**src/rtl/core/assert_macros.svh**
```systemverilog
// Assertion macros shared by the tokenizer RTL.
// Depends on nothing; included by files that carry assertions.
`ifndef ASSERT_MACROS_SVH
`define ASSERT_MACROS_SVH
// Implication checked on every rising clock edge outside reset.
`define ASSERT_IMPL(label, clk, rst_n, ante, cons) \
    label: assert property (@(posedge clk) disable iff (!rst_n) (ante) |-> (cons)) \
        else $error("assertion failed");
// Plain invariant checked on every rising clock edge outside reset.
`define ASSERT_ALWAYS(label, clk, rst_n, expr) \
    label: assert property (@(posedge clk) disable iff (!rst_n) (expr)) \
        else $error("assertion failed");
`endif

```
**src/rtl/core/cstok_pkg.sv**
```systemverilog
// Package for the C source tokenizer: token kinds, diagnostics, result bundle.
// No dependencies.
`default_nettype none
package cstok_pkg;
    localparam int KeywordCount = 23;
    localparam int LengthLimit  = 255;
    localparam int LenW         = 8;
    localparam logic [23:0] LineTop = 24'hFFFFFF;
    localparam logic signed [15:0] BalTop = 16'sd32767;

    localparam logic [2:0] K_KEYWORD = 3'd0;
    localparam logic [2:0] K_IDENT   = 3'd1;
    localparam logic [2:0] K_CONST   = 3'd2;
    localparam logic [2:0] K_OPER    = 3'd3;
    localparam logic [2:0] K_SPECIAL = 3'd4;
    localparam logic [2:0] K_UNKNOWN = 3'd5;
    localparam logic [2:0] K_DIAG    = 3'd6;
    localparam logic [2:0] K_END     = 3'd7;

    localparam logic [3:0] D_NONE    = 4'd0;
    localparam logic [3:0] D_NO_RPAR = 4'd1;
    localparam logic [3:0] D_NO_LPAR = 4'd2;
    localparam logic [3:0] D_NO_RBRC = 4'd3;
    localparam logic [3:0] D_NO_LBRC = 4'd4;
    localparam logic [3:0] D_NO_DQ   = 4'd5;
    localparam logic [3:0] D_NO_SQ   = 4'd6;
    localparam logic [3:0] D_RADIX   = 4'd6;

    typedef struct packed {
        logic [2:0]  token_kind;
        logic [4:0]  keyword_index;
        logic [3:0]  diagnostic;
        logic [23:0] line_number;
        logic [31:0] start_offset;
        logic [7:0]  lexeme_length;
    } result_t;

    // results of one item: up to three, count and payloads
    typedef struct packed {
        logic [1:0] count;
        result_t    r0;
        result_t    r1;
        result_t    r2;
    } group_t;

    function automatic logic [3:0] kw_len(input logic [4:0] idx);
        case (idx)
            5'd0, 5'd6: kw_len = 4'd3;
            5'd3, 5'd7: kw_len = 4'd2;
            5'd4, 5'd10, 5'd12, 5'd14: kw_len = 4'd4;
            5'd1, 5'd5, 5'd8, 5'd16, 5'd22: kw_len = 4'd5;
            5'd2, 5'd11, 5'd13, 5'd17, 5'd18, 5'd19, 5'd21: kw_len = 4'd6;
            5'd15, 5'd20: kw_len = 4'd7;
            5'd9: kw_len = 4'd8;
            default: kw_len = 4'd0;
        endcase
    endfunction

    // character at position pos of keyword idx (left aligned)
    function automatic logic [7:0] kw_at(input logic [4:0] idx, input logic [7:0] pos);
        logic [63:0] w;
        logic [3:0]  n;
        begin
            case (idx)
                5'd0:  w = "int";
                5'd1:  w = "float";
                5'd2:  w = "return";
                5'd3:  w = "if";
                5'd4:  w = "else";
                5'd5:  w = "while";
                5'd6:  w = "for";
                5'd7:  w = "do";
                5'd8:  w = "break";
                5'd9:  w = "continue";
                5'd10: w = "char";
                5'd11: w = "double";
                5'd12: w = "void";
                5'd13: w = "switch";
                5'd14: w = "case";
                5'd15: w = "default";
                5'd16: w = "const";
                5'd17: w = "static";
                5'd18: w = "sizeof";
                5'd19: w = "struct";
                5'd20: w = "else if";
                5'd21: w = "printf";
                5'd22: w = "scanf";
                default: w = '0;
            endcase
            n = kw_len(idx);
            kw_at = 8'd0;
            for (int k = 0; k < 8; k++)
            begin
                if (pos == 8'(k) && 4'(k) < n)
                    kw_at = w[8*(32'(n) - 1 - k) +: 8];
            end
        end
    endfunction

    function automatic logic is_digit(input logic [7:0] c);
        is_digit = (c >= "0" && c <= "9");
    endfunction
    function automatic logic is_letter(input logic [7:0] c);
        is_letter = (c >= "a" && c <= "z") || (c >= "A" && c <= "Z");
    endfunction
    function automatic logic is_op(input logic [7:0] c);
        is_op = (c == "+") || (c == "-") || (c == "*") || (c == "/") || (c == "%")
             || (c == "=") || (c == "!") || (c == "|") || (c == "&") || (c == "<")
             || (c == ">") || (c == "^");
    endfunction
    function automatic logic is_special(input logic [7:0] c);
        is_special = (c == ",") || (c == ";") || (c == "{") || (c == "}") || (c == "(")
                  || (c == ")") || (c == "[") || (c == "]") || (c == ":");
    endfunction
endpackage
`default_nettype wire

```
**src/rtl/core/cstok_front.sv**
```systemverilog
// Front end: accepts bytes, runs the lexer state, builds the results of each item.
// Depends on cstok_pkg and assert_macros.svh.
`default_nettype none
`include "assert_macros.svh"
module cstok_front (
    input  wire logic              clk,
    input  wire logic              rst_n,
    input  wire logic              in_go,
    input  wire logic [7:0]        in_byte,
    input  wire logic              in_end,
    output cstok_pkg::group_t      grp
);
    typedef enum logic [3:0] {
        M_IDLE, M_WORD, M_ZERO, M_OPER, M_SLASH, M_STR, M_CHR, M_HASH, M_LCOM,
        M_BCOM, M_BSTAR
    } mode_t;

    mode_t              mode_reg, mode_next;
    logic [7:0]         len_reg, len_next;
    logic [22:0]        alive_reg, alive_next;
    logic [2:0]         num_reg, num_next;
    logic [4:0]         rad_reg, rad_next;
    logic [31:0]        start_reg, start_next;
    logic [31:0]        off_reg;
    logic [23:0]        lines_reg, lines_next;
    logic signed [15:0] par_reg, par_next, brc_reg, brc_next;

    cstok_pkg::group_t  g;
    logic [23:0]        cur_ln;

    function automatic logic [7:0] grow(input logic [7:0] l);
        grow = (l < 8'(cstok_pkg::LengthLimit)) ? l + 8'd1 : l;
    endfunction
    function automatic logic signed [15:0] bal(input logic signed [15:0] b,
                                               input logic up);
        if (up)
            bal = (b == cstok_pkg::BalTop) ? b : b + 16'sd1;
        else
            bal = (b == -cstok_pkg::BalTop) ? b : b - 16'sd1;
    endfunction

    always_comb
    begin
        logic [7:0]  c;
        logic        redo;
        logic [23:0] ln_used;
        logic        hit;
        logic [1:0]  kd;
        logic        ok;
        cstok_pkg::result_t r;
        c = in_byte;
        mode_next  = mode_reg;
        len_next   = len_reg;
        alive_next = alive_reg;
        num_next   = num_reg;
        rad_next   = rad_reg;
        start_next = start_reg;
        lines_next = lines_reg;
        par_next   = par_reg;
        brc_next   = brc_reg;
        g          = '0;
        redo       = 1'b0;
        cur_ln     = (lines_reg >= cstok_pkg::LineTop) ? cstok_pkg::LineTop : lines_reg + 24'd1;
        ln_used    = cur_ln;
        r          = '0;
        hit        = 1'b0;
        kd         = 2'd0;
        ok         = 1'b0;

        // finishing a pending token at end of text
        if (in_end)
        begin
            r.start_offset  = start_reg;
            r.lexeme_length = len_reg;
            r.line_number   = cur_ln;
            case (mode_reg)
                M_WORD, M_ZERO, M_OPER, M_SLASH, M_STR, M_CHR:
                begin
                    g.count = 2'd1;
                end
                default: g.count = 2'd0;
            endcase
        end

        if (!in_end)
        begin
            case (mode_reg)
                M_WORD:
                begin
                    if (cstok_pkg::is_digit(c) || cstok_pkg::is_letter(c) || c == "_"
                        || c == ".")
                    begin
                        for (int i = 0; i < cstok_pkg::KeywordCount; i++)
                        begin
                            if (cstok_pkg::kw_at(5'(i), len_reg) != c
                                || {4'd0, cstok_pkg::kw_len(5'(i))} <= len_reg)
                                alive_next[i] = 1'b0;
                        end
                        if (num_reg[2])
                            num_next[0] = 1'b1;
                        if (c == ".")
                            num_next[1] = 1'b1;
                        else if (cstok_pkg::is_digit(c))
                            num_next = num_next;
                        else if ((c == "f" || c == "F") && num_reg[1])
                            num_next[2] = 1'b1;
                        else
                            num_next[0] = 1'b1;
                        len_next = grow(len_reg);
                    end
                    else
                    begin
                        g.count = 2'd1;
                        redo = 1'b1;
                    end
                end
                M_ZERO:
                begin
                    if (cstok_pkg::is_digit(c) || cstok_pkg::is_letter(c))
                    begin
                        kd = rad_reg[1:0];
                        if (kd == 2'd0 && c == "x")
                            rad_next[0] = 1'b1;
                        else if (kd == 2'd0 && c == "b")
                            rad_next[1] = 1'b1;
                        else
                        begin
                            if (kd == 2'd0)
                            begin
                                kd = 2'd3;
                                rad_next[1:0] = 2'd3;
                            end
                            if (kd == 2'd1)
                                ok = cstok_pkg::is_digit(c) || (c >= "a" && c <= "f")
                                  || (c >= "A" && c <= "F");
                            else if (kd == 2'd2)
                                ok = (c == "0") || (c == "1");
                            else
                                ok = (c >= "0") && (c <= "7");
                            if (!ok)
                                rad_next[2] = 1'b1;
                        end
                        len_next = grow(len_reg);
                    end
                    else
                    begin
                        g.count = 2'd1;
                        redo = 1'b1;
                    end
                end
                M_OPER, M_SLASH:
                begin
                    if (mode_reg == M_SLASH && c == "/")
                        mode_next = M_LCOM;
                    else if (mode_reg == M_SLASH && c == "*")
                        mode_next = M_BCOM;
                    else if (cstok_pkg::is_op(c) && c != "!" && c != "%" && c != "^"
                             && c != "*")
                    begin
                        len_next = grow(len_reg);
                        g.count  = 2'd1;
                        mode_next = M_IDLE;
                    end
                    else
                    begin
                        g.count = 2'd1;
                        redo = 1'b1;
                    end
                end
                M_STR, M_CHR:
                begin
                    if (c == 8'h0A)
                    begin
                        lines_next = (lines_reg < cstok_pkg::LineTop) ? lines_reg + 24'd1
                                                                   : lines_reg;
                        g.count = 2'd1;
                        mode_next = M_IDLE;
                    end
                    else if ((mode_reg == M_STR && c == "\"")
                             || (mode_reg == M_CHR && c == "'"))
                    begin
                        len_next = grow(len_reg);
                        g.count = 2'd1;
                        mode_next = M_IDLE;
                    end
                    else
                        len_next = grow(len_reg);
                end
                M_HASH, M_LCOM:
                begin
                    if (c == 8'h0A)
                    begin
                        mode_next = M_IDLE;
                        redo = 1'b1;
                    end
                end
                M_BCOM:
                begin
                    if (c == "*")
                        mode_next = M_BSTAR;
                    else if (c == 8'h0A)
                        lines_next = (lines_reg < cstok_pkg::LineTop) ? lines_reg + 24'd1
                                                                   : lines_reg;
                end
                M_BSTAR:
                begin
                    if (c == "/")
                        mode_next = M_IDLE;
                    else if (c != "*")
                    begin
                        mode_next = M_BCOM;
                        if (c == 8'h0A)
                            lines_next = (lines_reg < cstok_pkg::LineTop)
                                       ? lines_reg + 24'd1 : lines_reg;
                    end
                end
                default: redo = 1'b1;
            endcase

            // result of the token just closed
            r.start_offset  = start_reg;
            r.line_number   = cur_ln;
            r.lexeme_length = len_next;
            if (mode_reg == M_STR || mode_reg == M_CHR)
            begin
                if (c == 8'h0A)
                begin
                    r.token_kind = cstok_pkg::K_DIAG;
                    r.diagnostic = (mode_reg == M_STR) ? cstok_pkg::D_NO_DQ
                                                       : cstok_pkg::D_NO_SQ;
                end
                else if (mode_reg == M_STR || len_next == 8'd3)
                    r.token_kind = cstok_pkg::K_CONST;
                else
                    r.token_kind = cstok_pkg::K_UNKNOWN;
            end
            else if (mode_reg == M_OPER || mode_reg == M_SLASH)
                r.token_kind = cstok_pkg::K_OPER;
        end
        else
        begin
            if (mode_reg == M_OPER || mode_reg == M_SLASH)
                r.token_kind = cstok_pkg::K_OPER;
            else if (mode_reg == M_STR || mode_reg == M_CHR)
            begin
                r.token_kind = cstok_pkg::K_DIAG;
                r.diagnostic = (mode_reg == M_STR) ? cstok_pkg::D_NO_DQ
                                                   : cstok_pkg::D_NO_SQ;
            end
        end

        if (mode_reg == M_WORD)
        begin
            for (int i = cstok_pkg::KeywordCount - 1; i >= 0; i--)
            begin
                if (alive_reg[i] && {4'd0, cstok_pkg::kw_len(5'(i))} == len_reg)
                begin
                    hit = 1'b1;
                    r.keyword_index = 5'(i);
                end
            end
            r.lexeme_length = len_reg;
            if (hit)
                r.token_kind = cstok_pkg::K_KEYWORD;
            else if (rad_reg[4])
                r.token_kind = cstok_pkg::K_IDENT;
            else if (!num_reg[0])
                r.token_kind = cstok_pkg::K_CONST;
            else
                r.token_kind = cstok_pkg::K_UNKNOWN;
        end
        else if (mode_reg == M_ZERO)
        begin
            r.lexeme_length = len_reg;
            if (rad_reg[2])
            begin
                r.token_kind = cstok_pkg::K_DIAG;
                r.diagnostic = cstok_pkg::D_RADIX + {2'd0, rad_reg[1:0]};
            end
            else
                r.token_kind = cstok_pkg::K_CONST;
        end
        if (!in_end && (mode_reg == M_OPER || mode_reg == M_SLASH) && !redo)
            r.lexeme_length = len_next;
        if (!in_end && (mode_reg == M_OPER || mode_reg == M_SLASH) && redo)
            r.lexeme_length = len_reg;
        g.r0 = r;

        // second stage: the byte dispatched afresh
        if (redo)
        begin
            mode_next = M_IDLE;
            if (c == "#")
                mode_next = M_HASH;
            else if (c == "/")
            begin
                mode_next = M_SLASH;
                start_next = off_reg;
                len_next = 8'd1;
            end
            else if (cstok_pkg::is_op(c))
            begin
                mode_next = M_OPER;
                start_next = off_reg;
                len_next = 8'd1;
            end
            else if (cstok_pkg::is_special(c))
            begin
                if (c == "{") brc_next = bal(brc_reg, 1'b1);
                if (c == "}") brc_next = bal(brc_reg, 1'b0);
                if (c == "(") par_next = bal(par_reg, 1'b1);
                if (c == ")") par_next = bal(par_reg, 1'b0);
                r = '0;
                r.token_kind = cstok_pkg::K_SPECIAL;
                r.start_offset = off_reg;
                r.lexeme_length = 8'd1;
                r.line_number = cur_ln;
                if (g.count == 2'd0) g.r0 = r; else g.r1 = r;
                g.count = g.count + 2'd1;
            end
            else if (c == "\"")
            begin
                mode_next = M_STR;
                start_next = off_reg;
                len_next = 8'd1;
            end
            else if (c == "0")
            begin
                mode_next = M_ZERO;
                start_next = off_reg;
                len_next = 8'd1;
                rad_next = 5'd0;
            end
            else if (cstok_pkg::is_digit(c) || cstok_pkg::is_letter(c) || c == "_")
            begin
                mode_next = M_WORD;
                start_next = off_reg;
                len_next = 8'd1;
                rad_next = cstok_pkg::is_digit(c) ? 5'd0 : 5'd16;
                for (int i = 0; i < cstok_pkg::KeywordCount; i++)
                    alive_next[i] = (cstok_pkg::kw_at(5'(i), 8'd0) == c);
                num_next = (cstok_pkg::is_digit(c)) ? 3'd0 : 3'd1;
            end
            else if (c == "'")
            begin
                mode_next = M_CHR;
                start_next = off_reg;
                len_next = 8'd1;
            end
            else if (c == 8'h0A)
            begin
                ln_used = cur_ln;
                lines_next = (lines_reg < cstok_pkg::LineTop) ? lines_reg + 24'd1
                                                           : lines_reg;
                if (par_reg != 16'sd0)
                begin
                    r = '0;
                    r.token_kind = cstok_pkg::K_DIAG;
                    r.diagnostic = (par_reg > 16'sd0) ? cstok_pkg::D_NO_RPAR
                                                      : cstok_pkg::D_NO_LPAR;
                    r.start_offset = off_reg;
                    r.line_number = ln_used;
                    if (g.count == 2'd0) g.r0 = r; else g.r1 = r;
                    g.count = g.count + 2'd1;
                end
            end
        end

        // end of text: brace check and end mark
        if (in_end)
        begin
            mode_next = M_IDLE;
            r = '0;
            r.start_offset = off_reg;
            r.line_number = cur_ln;
            if (brc_reg != 16'sd0)
            begin
                r.token_kind = cstok_pkg::K_DIAG;
                r.diagnostic = (brc_reg > 16'sd0) ? cstok_pkg::D_NO_RBRC
                                                  : cstok_pkg::D_NO_LBRC;
                if (g.count == 2'd0) g.r0 = r; else g.r1 = r;
                g.count = g.count + 2'd1;
            end
            r.token_kind = cstok_pkg::K_END;
            r.diagnostic = cstok_pkg::D_NONE;
            case (g.count)
                2'd0: g.r0 = r;
                2'd1: g.r1 = r;
                default: g.r2 = r;
            endcase
            g.count = g.count + 2'd1;
        end
    end

    assign grp = g;

    always_ff @(posedge clk or negedge rst_n)
    begin
        if (!rst_n)
        begin
            mode_reg  <= M_IDLE;
            len_reg   <= '0;
            alive_reg <= '1;
            num_reg   <= '0;
            rad_reg   <= '0;
            start_reg <= '0;
            off_reg   <= '0;
            lines_reg <= '0;
            par_reg   <= '0;
            brc_reg   <= '0;
        end
        else if (in_go)
        begin
            mode_reg  <= mode_next;
            len_reg   <= len_next;
            alive_reg <= alive_next;
            num_reg   <= num_next;
            rad_reg   <= rad_next;
            start_reg <= start_next;
            lines_reg <= lines_next;
            par_reg   <= par_next;
            brc_reg   <= brc_next;
            if (!in_end)
                off_reg <= off_reg + 32'd1;
        end
    end

    `ASSERT_ALWAYS(a_par_range, clk, rst_n, par_reg >= -cstok_pkg::BalTop)
    `ASSERT_IMPL(a_end_emits, clk, rst_n, in_go && in_end, grp.count != 2'd0)
    `ASSERT_IMPL(a_len_nonzero, clk, rst_n, mode_reg == M_WORD, len_reg != 8'd0)
endmodule
`default_nettype wire

```
**src/rtl/core/cstok_queue.sv**
```systemverilog
// Result queue between front end and output: four entries of result groups.
// Depends on cstok_pkg and assert_macros.svh.
`default_nettype none
`include "assert_macros.svh"
module cstok_queue (
    input  wire logic              clk,
    input  wire logic              rst_n,
    input  wire logic              push,
    input  wire cstok_pkg::group_t push_grp,
    output logic                   room,
    output logic                   has,
    output cstok_pkg::group_t      head,
    input  wire logic              pop
);
    cstok_pkg::group_t mem_reg [4];
    logic [1:0] wp_reg, rp_reg;
    logic [2:0] cnt_reg;

    assign room = (cnt_reg < 3'd3) || ((cnt_reg == 3'd3) && 1'b1);
    assign has  = (cnt_reg != 3'd0);
    assign head = mem_reg[rp_reg];

    always_ff @(posedge clk)
    begin
        if (push && cnt_reg != 3'd4)
            mem_reg[wp_reg] <= push_grp;
    end

    always_ff @(posedge clk or negedge rst_n)
    begin
        if (!rst_n)
        begin
            wp_reg  <= '0;
            rp_reg  <= '0;
            cnt_reg <= '0;
        end
        else
        begin
            if (push)
                wp_reg <= wp_reg + 2'd1;
            if (pop)
                rp_reg <= rp_reg + 2'd1;
            cnt_reg <= cnt_reg + {2'd0, push} - {2'd0, pop};
        end
    end

    `ASSERT_IMPL(a_no_overflow, clk, rst_n, push, cnt_reg != 3'd4 || pop)
    `ASSERT_IMPL(a_no_underflow, clk, rst_n, pop, cnt_reg != 3'd0)
endmodule
`default_nettype wire

```
**src/rtl/core/cstok_back.sv**
```systemverilog
// Back end: walks the results of a queued group onto the output stream.
// Depends on cstok_pkg.
`default_nettype none
module cstok_back (
    input  wire logic              clk,
    input  wire logic              rst_n,
    input  wire logic              has,
    input  wire cstok_pkg::group_t head,
    output logic                   pop,
    output logic                   m_tvalid,
    input  wire logic              m_tready,
    output logic [75:0]            m_tdata,
    output logic                   m_tlast
);
    logic [1:0] idx_reg;
    cstok_pkg::result_t r;

    always_comb
    begin
        case (idx_reg)
            2'd0: r = head.r0;
            2'd1: r = head.r1;
            default: r = head.r2;
        endcase
    end

    assign m_tvalid = has;
    assign m_tlast  = (idx_reg + 2'd1 == head.count);
    assign m_tdata  = {r.lexeme_length, r.start_offset, r.line_number, r.diagnostic,
                       r.keyword_index, r.token_kind};
    assign pop = has && m_tready && m_tlast;

    always_ff @(posedge clk or negedge rst_n)
    begin
        if (!rst_n)
            idx_reg <= '0;
        else if (has && m_tready)
            idx_reg <= m_tlast ? 2'd0 : idx_reg + 2'd1;
    end
endmodule
`default_nettype wire

```
**src/rtl/core/c_source_byte_tokenizer.sv**
```systemverilog
// C source byte tokenizer, top level: front end, result queue, output stage.
// Latency: with the queue empty, a byte's first result is offered the cycle after its transaction.
// Throughput: 1 byte/cycle if s_tready; 1 result/cycle if m_tready; up to 3 results per byte.
// The four-entry result queue decouples input from output back-pressure.
// Reset (rst_n, asynchronous, active low) clears lexer state, counters and queue.
// Depends on cstok_pkg, cstok_front, cstok_queue, cstok_back.
`default_nettype none
module c_source_byte_tokenizer (
    input  wire logic        clk,
    input  wire logic        rst_n,
    input  wire logic        s_tvalid,
    output logic             s_tready,
    input  wire logic [7:0]  s_tdata,   // byte_value
    input  wire logic        s_tuser,   // end_of_text
    output logic             m_tvalid,
    input  wire logic        m_tready,
    // token_kind[2:0], keyword_index[7:3], diagnostic[11:8], line_number[35:12],
    // start_offset[67:36], lexeme_length[75:68]
    output logic [79:0]      m_tdata,
    output logic             m_tlast
);
    cstok_pkg::group_t grp, head;
    logic go, room, has, pop;
    logic [75:0] d;

    // transaction on the input side only when a queue slot is free
    assign s_tready = room;
    assign go = s_tvalid && s_tready;

    cstok_front u_front (
        .clk(clk), .rst_n(rst_n), .in_go(go), .in_byte(s_tdata), .in_end(s_tuser),
        .grp(grp)
    );

    // empty groups carry no result and are not queued
    cstok_queue u_queue (
        .clk(clk), .rst_n(rst_n), .push(go && grp.count != 2'd0), .push_grp(grp),
        .room(room), .has(has), .head(head), .pop(pop)
    );

    cstok_back u_back (
        .clk(clk), .rst_n(rst_n), .has(has), .head(head), .pop(pop),
        .m_tvalid(m_tvalid), .m_tready(m_tready), .m_tdata(d), .m_tlast(m_tlast)
    );

    assign m_tdata = {4'd0, d};
endmodule
`default_nettype wire
```
**config.mk**
```make
export PLATFORM = sky130hd
export DESIGN_NAME = c_source_byte_tokenizer
export DESIGN_NICKNAME = d
export VERILOG_FILES = /design/src/rtl/core/cstok_pkg.sv /design/src/rtl/core/cstok_front.sv /design/src/rtl/core/cstok_queue.sv /design/src/rtl/core/cstok_back.sv /design/src/rtl/core/c_source_byte_tokenizer.sv
export VERILOG_INCLUDE_DIRS = /design/src /design/src/rtl/core
export SDC_FILE = /design/constraint.sdc
export NUM_CORES = 1
export LEC_CHECK = 0
export BUFFER_PORTS_ARGS = -buffer_cell sky130_fd_sc_hd__buf_2
export CAP_MARGIN = 15
export CELL_PAD_IN_SITES_DETAIL_PLACEMENT = 1
export CELL_PAD_IN_SITES_GLOBAL_PLACEMENT = 1
export CORE_MARGIN = 8
export CORE_UTILIZATION = 30
export DETAILED_ROUTE_END_ITERATION = 16
export MAX_ROUTING_LAYER = met4
export PLACE_DENSITY = 0.62
export SLEW_MARGIN = 20
export SYNTH_ARGS = -nofsm -noshare
export SYNTH_HDL_FRONTEND = slang
export SYNTH_SLANG_ARGS = --single-unit
export TNS_END_PERCENT = 10
```
**constraint.sdc**
```tcl
create_clock -name clk -period 11.6 [get_ports clk]
set_clock_uncertainty 0.1 [all_clocks]
set_input_delay 2.32 -clock clk [delete_from_list [all_inputs] [get_ports clk]]
set_output_delay 2.32 -clock clk [all_outputs]
set_load 0.02 [all_outputs]
```
==> impl_metrics.toml, run 1 <==
[route]
drtPass1Iterations = 5
detail_route.iter0.violations = 1984
route.detailed.wl_per_inst_um = 23.6
postRouteAntennaNets = 0
vias_per_cell = 5.25
total_vias_in_the_final_route = 27500
finalWirelength_um = 123000
detail_route.drc_violations = 0

[global_route]
grt_pass1_vias = 29100
pin_count_of_the_biggest_net_entering_global_routing = 83
global_route_wire_length_before_repair_um = 188000
aggregate_global_routing_overflow = 0
overall_global_routing_resource_usage_pct = 15.4
grt_antenna_before_repair = 8

[setup_path]
cp_max_fo = 56
critical_path.reg2reg.endpoint = "u_queue.mem_reg[0][223]"
worst_ep_arrival_time_ns = 8.27
critical_path.max_stage_delay_ns = 0.89
worst-setup-path-type = "in2reg"
startpoint_type_of_the_worst_setup_path = "primary input"
cp_cell_sequence = "buf_2 -> nor2_1 -> and3_1 -> o211ai_2 -> o211ai_1 -> nand2_2 -> inv_2 -> ha_1 -> o22ai_1 -> or2_2 -> ha_1 -> a21oi_1 -> ha_1 -> o2111a_1 -> nor4_4 -> and2_4 -> buf_4"
worst_r2r_path_depth = 16
source_of_the_critical_timing_path = "s_tdata[2]"
cpMostUsedCell = "ha_1"
r2r-start = "u_front.mode_reg[1]"
critical-path-slowest-cell = "and2_4"
worstSetupEndpointType = "flop"
worstPathRequired_ns = 11.81
timing.reg2reg.setup_slack_ns = 5.02

[synthesis]
ys_seq_elements = 963
synthTopCellsByArea = "edfxtp_1, mux4_2, dfrtp_1, nand2_1, nor2_1"
synth-edff-count = 792
synth.yosys.seq_area_share_pct = 63.2
synth_top_cell_by_area = "edfxtp_1"
yosysTopAreaCellShare_pct = 53.5
synth.cells.most_frequent = "edfxtp_1, nand2_1, nor2_1"
yosysUniqueCellTypes = 105
synthMostInstantiatedCell = "edfxtp_1"
synth_async_sr_flop_share_pct = 17.8
syn_inst = 3145
synth-main-ff-cell = "edfxtp_1"
postSynthAreaPerCell_sq_um = 14.1
yosysWarningCount = 0
mappedNetlistArea_sq_um = 44500

[final_layout]
final_layout_size_suffix_gt1_share_pct = 19.4
number_of_flip_flops_under_the_largest_register_name = 792
layout.filler_cells = 15400
layout.nets = 3274
synth_to_final_area_change_pct = 13.9

[status]
outcome = "finished, final reports clean"

[placement]
dp_hpwl_um = 78500
place_congestion = 0.893
io_buffers = 91

[timing]
setup_tns_ns = 0
final.min_clock_period_ns = 8.06
worstMarginPinSlew_ns = 1.13
fmaxAchievable_mhz = 124
finalHoldViolations = 0
grt_setup_unrepaired = "false"
period_share_pct = 69.5
slew_viol_final = 0
slew_headroom_pct = 24.2
setup_viol_count_final = 0

[power]
vdd.ir_drop.worst_mv = 0.165
finalPower_mw = 12.1
power.static_leakage_nw = 17.9
cellPowerDensity_nw_per_um2 = 239

[cts]
cts_buffers = 101
cts.clk_slew.worst_paths_ns = 0.06
cts_post_setup_buffers_inserted = 0
cts_resized = 0
clock_path_buffers = 3
h-tree-depth = 3
cts.hold.buffers_added = 0
clk_tree_root_cell = "clkbuf_16"
tritoncts = "done"
insertion_delay_ns = 0.70
clock_sinks = 963

[worst_hold_path]
hold_start = "u_front.start_reg[16]"
holdPathEnd = "u_front.start_reg[16]"
hold_path_depth = 2
hold_path_class = "reg2reg"

[floorplanning]
die_height_um = 401
die-area_sq_um = 161000
num_io_pins = 96
placementRows = 141
floorplan.initialDensity_pct = 30.1
design.core.area_sq_um = 147000
die_span_in_x_um = 401

[flow_run]
max-cap-violations = 0
## cell usage in the layout, fill, tap and decap left out, drive strengths merged, types with 23 or more instances in the layout
cell type and count:
edfxtp 792, nand2 301, nor2 223, mux4 198, dfrtp 148, buf 144, clkbuf 139, o21ai 132
xnor2 94, a21oi 93, and2 92, inv 83, mux2 83, nand3 69, a22oi 64, nor3 58
ha 48, xor2 37, clkinv 32, a31oi 31, nor4 29, and3 24, nand4 24, or3 24
o31ai 23, dfstp 23
## cell type report
cell class,instances,area (sq um),share of cell area [%]
Antenna cell,5,12.5,0.0247
Clock buffer,138,2830,5.58
Clock inverter,50,599,1.18
Inverter,79,297,0.585
Multi-Input combinational cell,1920,15400,30.5
Sequential cell,963,28100,55.5
Tap cell,1930,2410,4.77
Timing Repair Buffer,145,957,1.89
## through the flow
stage	hold WS, ns	instances	area (sq um)	setup WS (ns)	util (%)
finish	0.381	5230	50600	3.54	34.3
global route	0.410	5228	50600	3.10	34.3
CTS	0.383	5225	50600	3.52	34.3
detailed placement	0.370	5037	47200	2.78	32.0
global placement	0.355	5037	47200	2.85	32.0
floorplan	0.343	3148	44500	0.509	-
## per-layer routing
metal	global-route usage, %	up-vias	wire length [um]
li1	-	12200	-
met1	20.4	14400	55500
met2	24.8	648	59300
met3	2.24	186	5350
met4	4.14	0	3370
met5	-	-	0
## cell families (layout without fill, tap and decap cells)
group | count (synthesis) | count (layout) | share of synthesized area, %
flops | 963 | 963 | 63.2
other cells | 1 | 9 | 0.00843
compound gates | 511 | 511 | 7.84
fa+ha+maj | 52 | 52 | 1.51
xor+xnor | 131 | 131 | 2.58
simple gates | 931 | 931 | 10.2
mux | 291 | 291 | 12.4
buf+inv | 265 | 412 | 2.35
## how the worst max path moves through the flow
stage | end | slack, ns | cells after the start
4_1_cts | u_queue.mem_reg[0][223] | 3.52 | 17
6_report | u_queue.mem_reg[0][223] | 3.54 | 17
5_1_grt | u_queue.mem_reg[0][223] | 3.10 | 17
3_5_place_dp | u_queue.mem_reg[0][221] | 2.78 | 17
2_1_floorplan | u_queue.mem_reg[2][100] | 0.51 | 17
3_3_place_gp | u_queue.mem_reg[0][221] | 2.85 | 15
## report_power, final
group / switching, mW / leakage [nW] / total (mW) / internal, mW
clock network: 1.38 / 1.68 / 3.32 / 1.94
registers: 0.224 / 9.51 / 4.40 / 4.17
logic: 2.84 / 6.71 / 4.41 / 1.57
total: 4.44 / 17.9 / 12.1 / 7.68
## worst max-delay path, delay by kind of cell
family | cells | cell delay [ns]
and+or+nand+nor | 6 | 2.77
buffers and inverters | 3 | 1.09
AOI/OAI and AO/OA | 5 | 1.24
adders and majority gates | 3 | 0.79
Power figures use the tool's default switching activity.
==> run 2: changes to the inputs <==
clock period = 7.7 ns   (was 11.6 ns; I/O delays follow)
==> run 2 against run 1 <==
  * First-iteration DRC count fell by 10%
  * Sequential power rose by 51%
  * Hold slack improved by 0.0051 ns
  * Final cell count rose by 0.27%
  * Via count barely moved
  * Critical path type unchanged
  * Largest power group is now registers
==> impl_metrics.toml, run 2 (synthesized netlist as in run 1, its figures left out) <==
[timing]
worstMarginPinSlew_ns = 1.08
slew_viol_final = 0
final.min_clock_period_ns = 6.34
slew_headroom_pct = 27.7
setup_viol_count_final = 0
finalHoldViolations = 0
period_share_pct = 82.3
setup_slack_ns = 1.36
grt_setup_unrepaired = "false"
fmaxAchievable_mhz = 158

[cts]
cts.clk_slew.worst_paths_ns = 0.06
cts.hold.buffers_added = 0
clock_sinks = 963
clock_path_buffers = 3
h-tree-depth = 3
cts_resized = 0
cts_buffers = 101
insertion_delay_ns = 0.71
clk_tree_root_cell = "clkbuf_16"
cts_post_setup_buffers_inserted = 0
tritoncts = "done"

[final_layout]
antenna_cells_inserted = 0
most_common_cell_after_layout_fill_and_taps_aside = "edfxtp_1"
layout.nets = 3291
synth_to_final_area_change_pct = 14.3
final_layout_size_suffix_gt1_share_pct = 19.5
layout.filler_cells = 15400
layout.cells.most_common_list = "edfxtp_1, nand2_1, nor2_1, mux4_2, dfrtp_1"
number_of_flip_flops_under_the_largest_register_name = 792

[route]
detail_route.drc_violations = 0
detail_route.iter0.violations = 1776
route.detailed.wl_per_inst_um = 23.4
vias_per_cell = 5.24
drtPass1Iterations = 5
postRouteAntennaNets = 0
finalWirelength_um = 123000
total_vias_in_the_final_route = 27500

[global_route]
global_route_wire_length_before_repair_um = 188000
overall_global_routing_resource_usage_pct = 15.4
aggregate_global_routing_overflow = 0
grt_pass1_vias = 29100
pin_count_of_the_biggest_net_entering_global_routing = 128
grt_antenna_before_repair = 6

[power]
intPower_mw = 11.5
power.switching_fraction_pct = 36.6
cellPowerDensity_nw_per_um2 = 358
share_seq_of_total_power_pct = 36.5
combinational_fraction_of_design_power_pct = 36.5
net-switching-power_mw = 6.66
finalPower_mw = 18.2
power.static_leakage_nw = 18.0
vdd.ir_drop.worst_mv = 0.282
clock_power_share_pct = 26.9

[floorplanning]
num_io_pins = 96
die_height_um = 401
design.core.area_sq_um = 147000
die_span_in_x_um = 401
die-area_sq_um = 161000
floorplan.initialDensity_pct = 30.1
placementRows = 141

[setup_path]
cp_max_fo = 32
startpoint_type_of_the_worst_setup_path = "primary input"
worstSetupEndpointType = "flop"
worstPathRequired_ns = 7.89
worst_ep_arrival_time_ns = 6.53
worst-setup-path-type = "in2reg"

[placement]
worst_setup_slack_post_dpl_ns = 0.695
place_congestion = 0.890
dp_hpwl_um = 77100
io_buffers = 91

[flow_run]
max-cap-violations = 0

[status]
outcome = "finished, final reports clean"

[worst_hold_path]
hold_path_class = "reg2reg"
[run 2: path summary, 6_finish.rpt]
check                      slack, ns                 start                      end  cells after the start
setup / recovery                1.36            s_tdata[6]  u_queue.mem_reg[3][208]                     18
hold / removal                  0.39  u_front.alive_reg[9]     u_front.alive_reg[9]                      2
setup reg to reg                1.65   u_front.mode_reg[1]  u_queue.mem_reg[3][208]                     17
hold reg to reg                 0.39  u_front.alive_reg[9]     u_front.alive_reg[9]                      2
max in group asynchronous       5.58                 rst_n    u_front.start_reg[30]                      2
min in group asynchronous       0.68                 rst_n       u_front.par_reg[6]                      1
[run 2: critical path, stage by stage]
cell,delay [ns]
buf_2,0.36
nand4bb_1,0.29
a21o_1,0.24
o211ai_2,0.24
o211ai_1,0.43
nand2_2,0.20
inv_2,0.19
ha_1,0.26
o22ai_1,0.34
or2_2,0.24
ha_1,0.24
a21oi_1,0.18
ha_1,0.30
o2111a_1,0.16
nor4_4,0.28
buf_4,0.22
and2_4,0.27
buf_4,0.50
[run 2: final cells by class]
cell class	instances	area (sq um)	share of cell area, %
Sequential cell	963	28100	55.3
Multi-Input combinational cell	1920	15400	30.4
Clock buffer	141	2790	5.49
Tap cell	1930	2410	4.75
Timing Repair Buffer	162	1200	2.36
Clock inverter	49	583	1.15
Inverter	79	297	0.584
[run 2: routing by layer]
metal  vias to the layer above  global-route usage, %  share of wire, %
met5                         -                      -                 0
met4                         0                   4.21               2.5
met3                       194                   2.08               3.9
met2                       586                   25.1                48
met1                     14400                   20.2                45
li1                      12300                      -                 -
[run 2: through the flow]
step	instances	cell area (sq um)	util (%)	hold WS, ns	setup TNS (ns)
after floorplan	3148	44500	-	0.343	-326.30
after CTS	5244	50800	34.5	0.384	0
after detailed placement	5054	47400	32.2	0.375	0
after global routing	5244	50800	34.5	0.410	0
final	5244	50800	34.5	0.386	0
after global placement	5054	47400	32.2	0.358	0
[run 2: power by group through the flow]
stage / Clock, mW / Sequential, mW / Combinational, mW
after floorplan: 0 / 6.54 / 4.47
after global placement: 0 / 6.73 / 6.73
after detailed placement: 0 / 6.76 / 6.77
after CTS: 5.05 / 6.65 / 6.80
after global routing: 5.21 / 6.71 / 7.18
final: 4.89 / 6.65 / 6.65
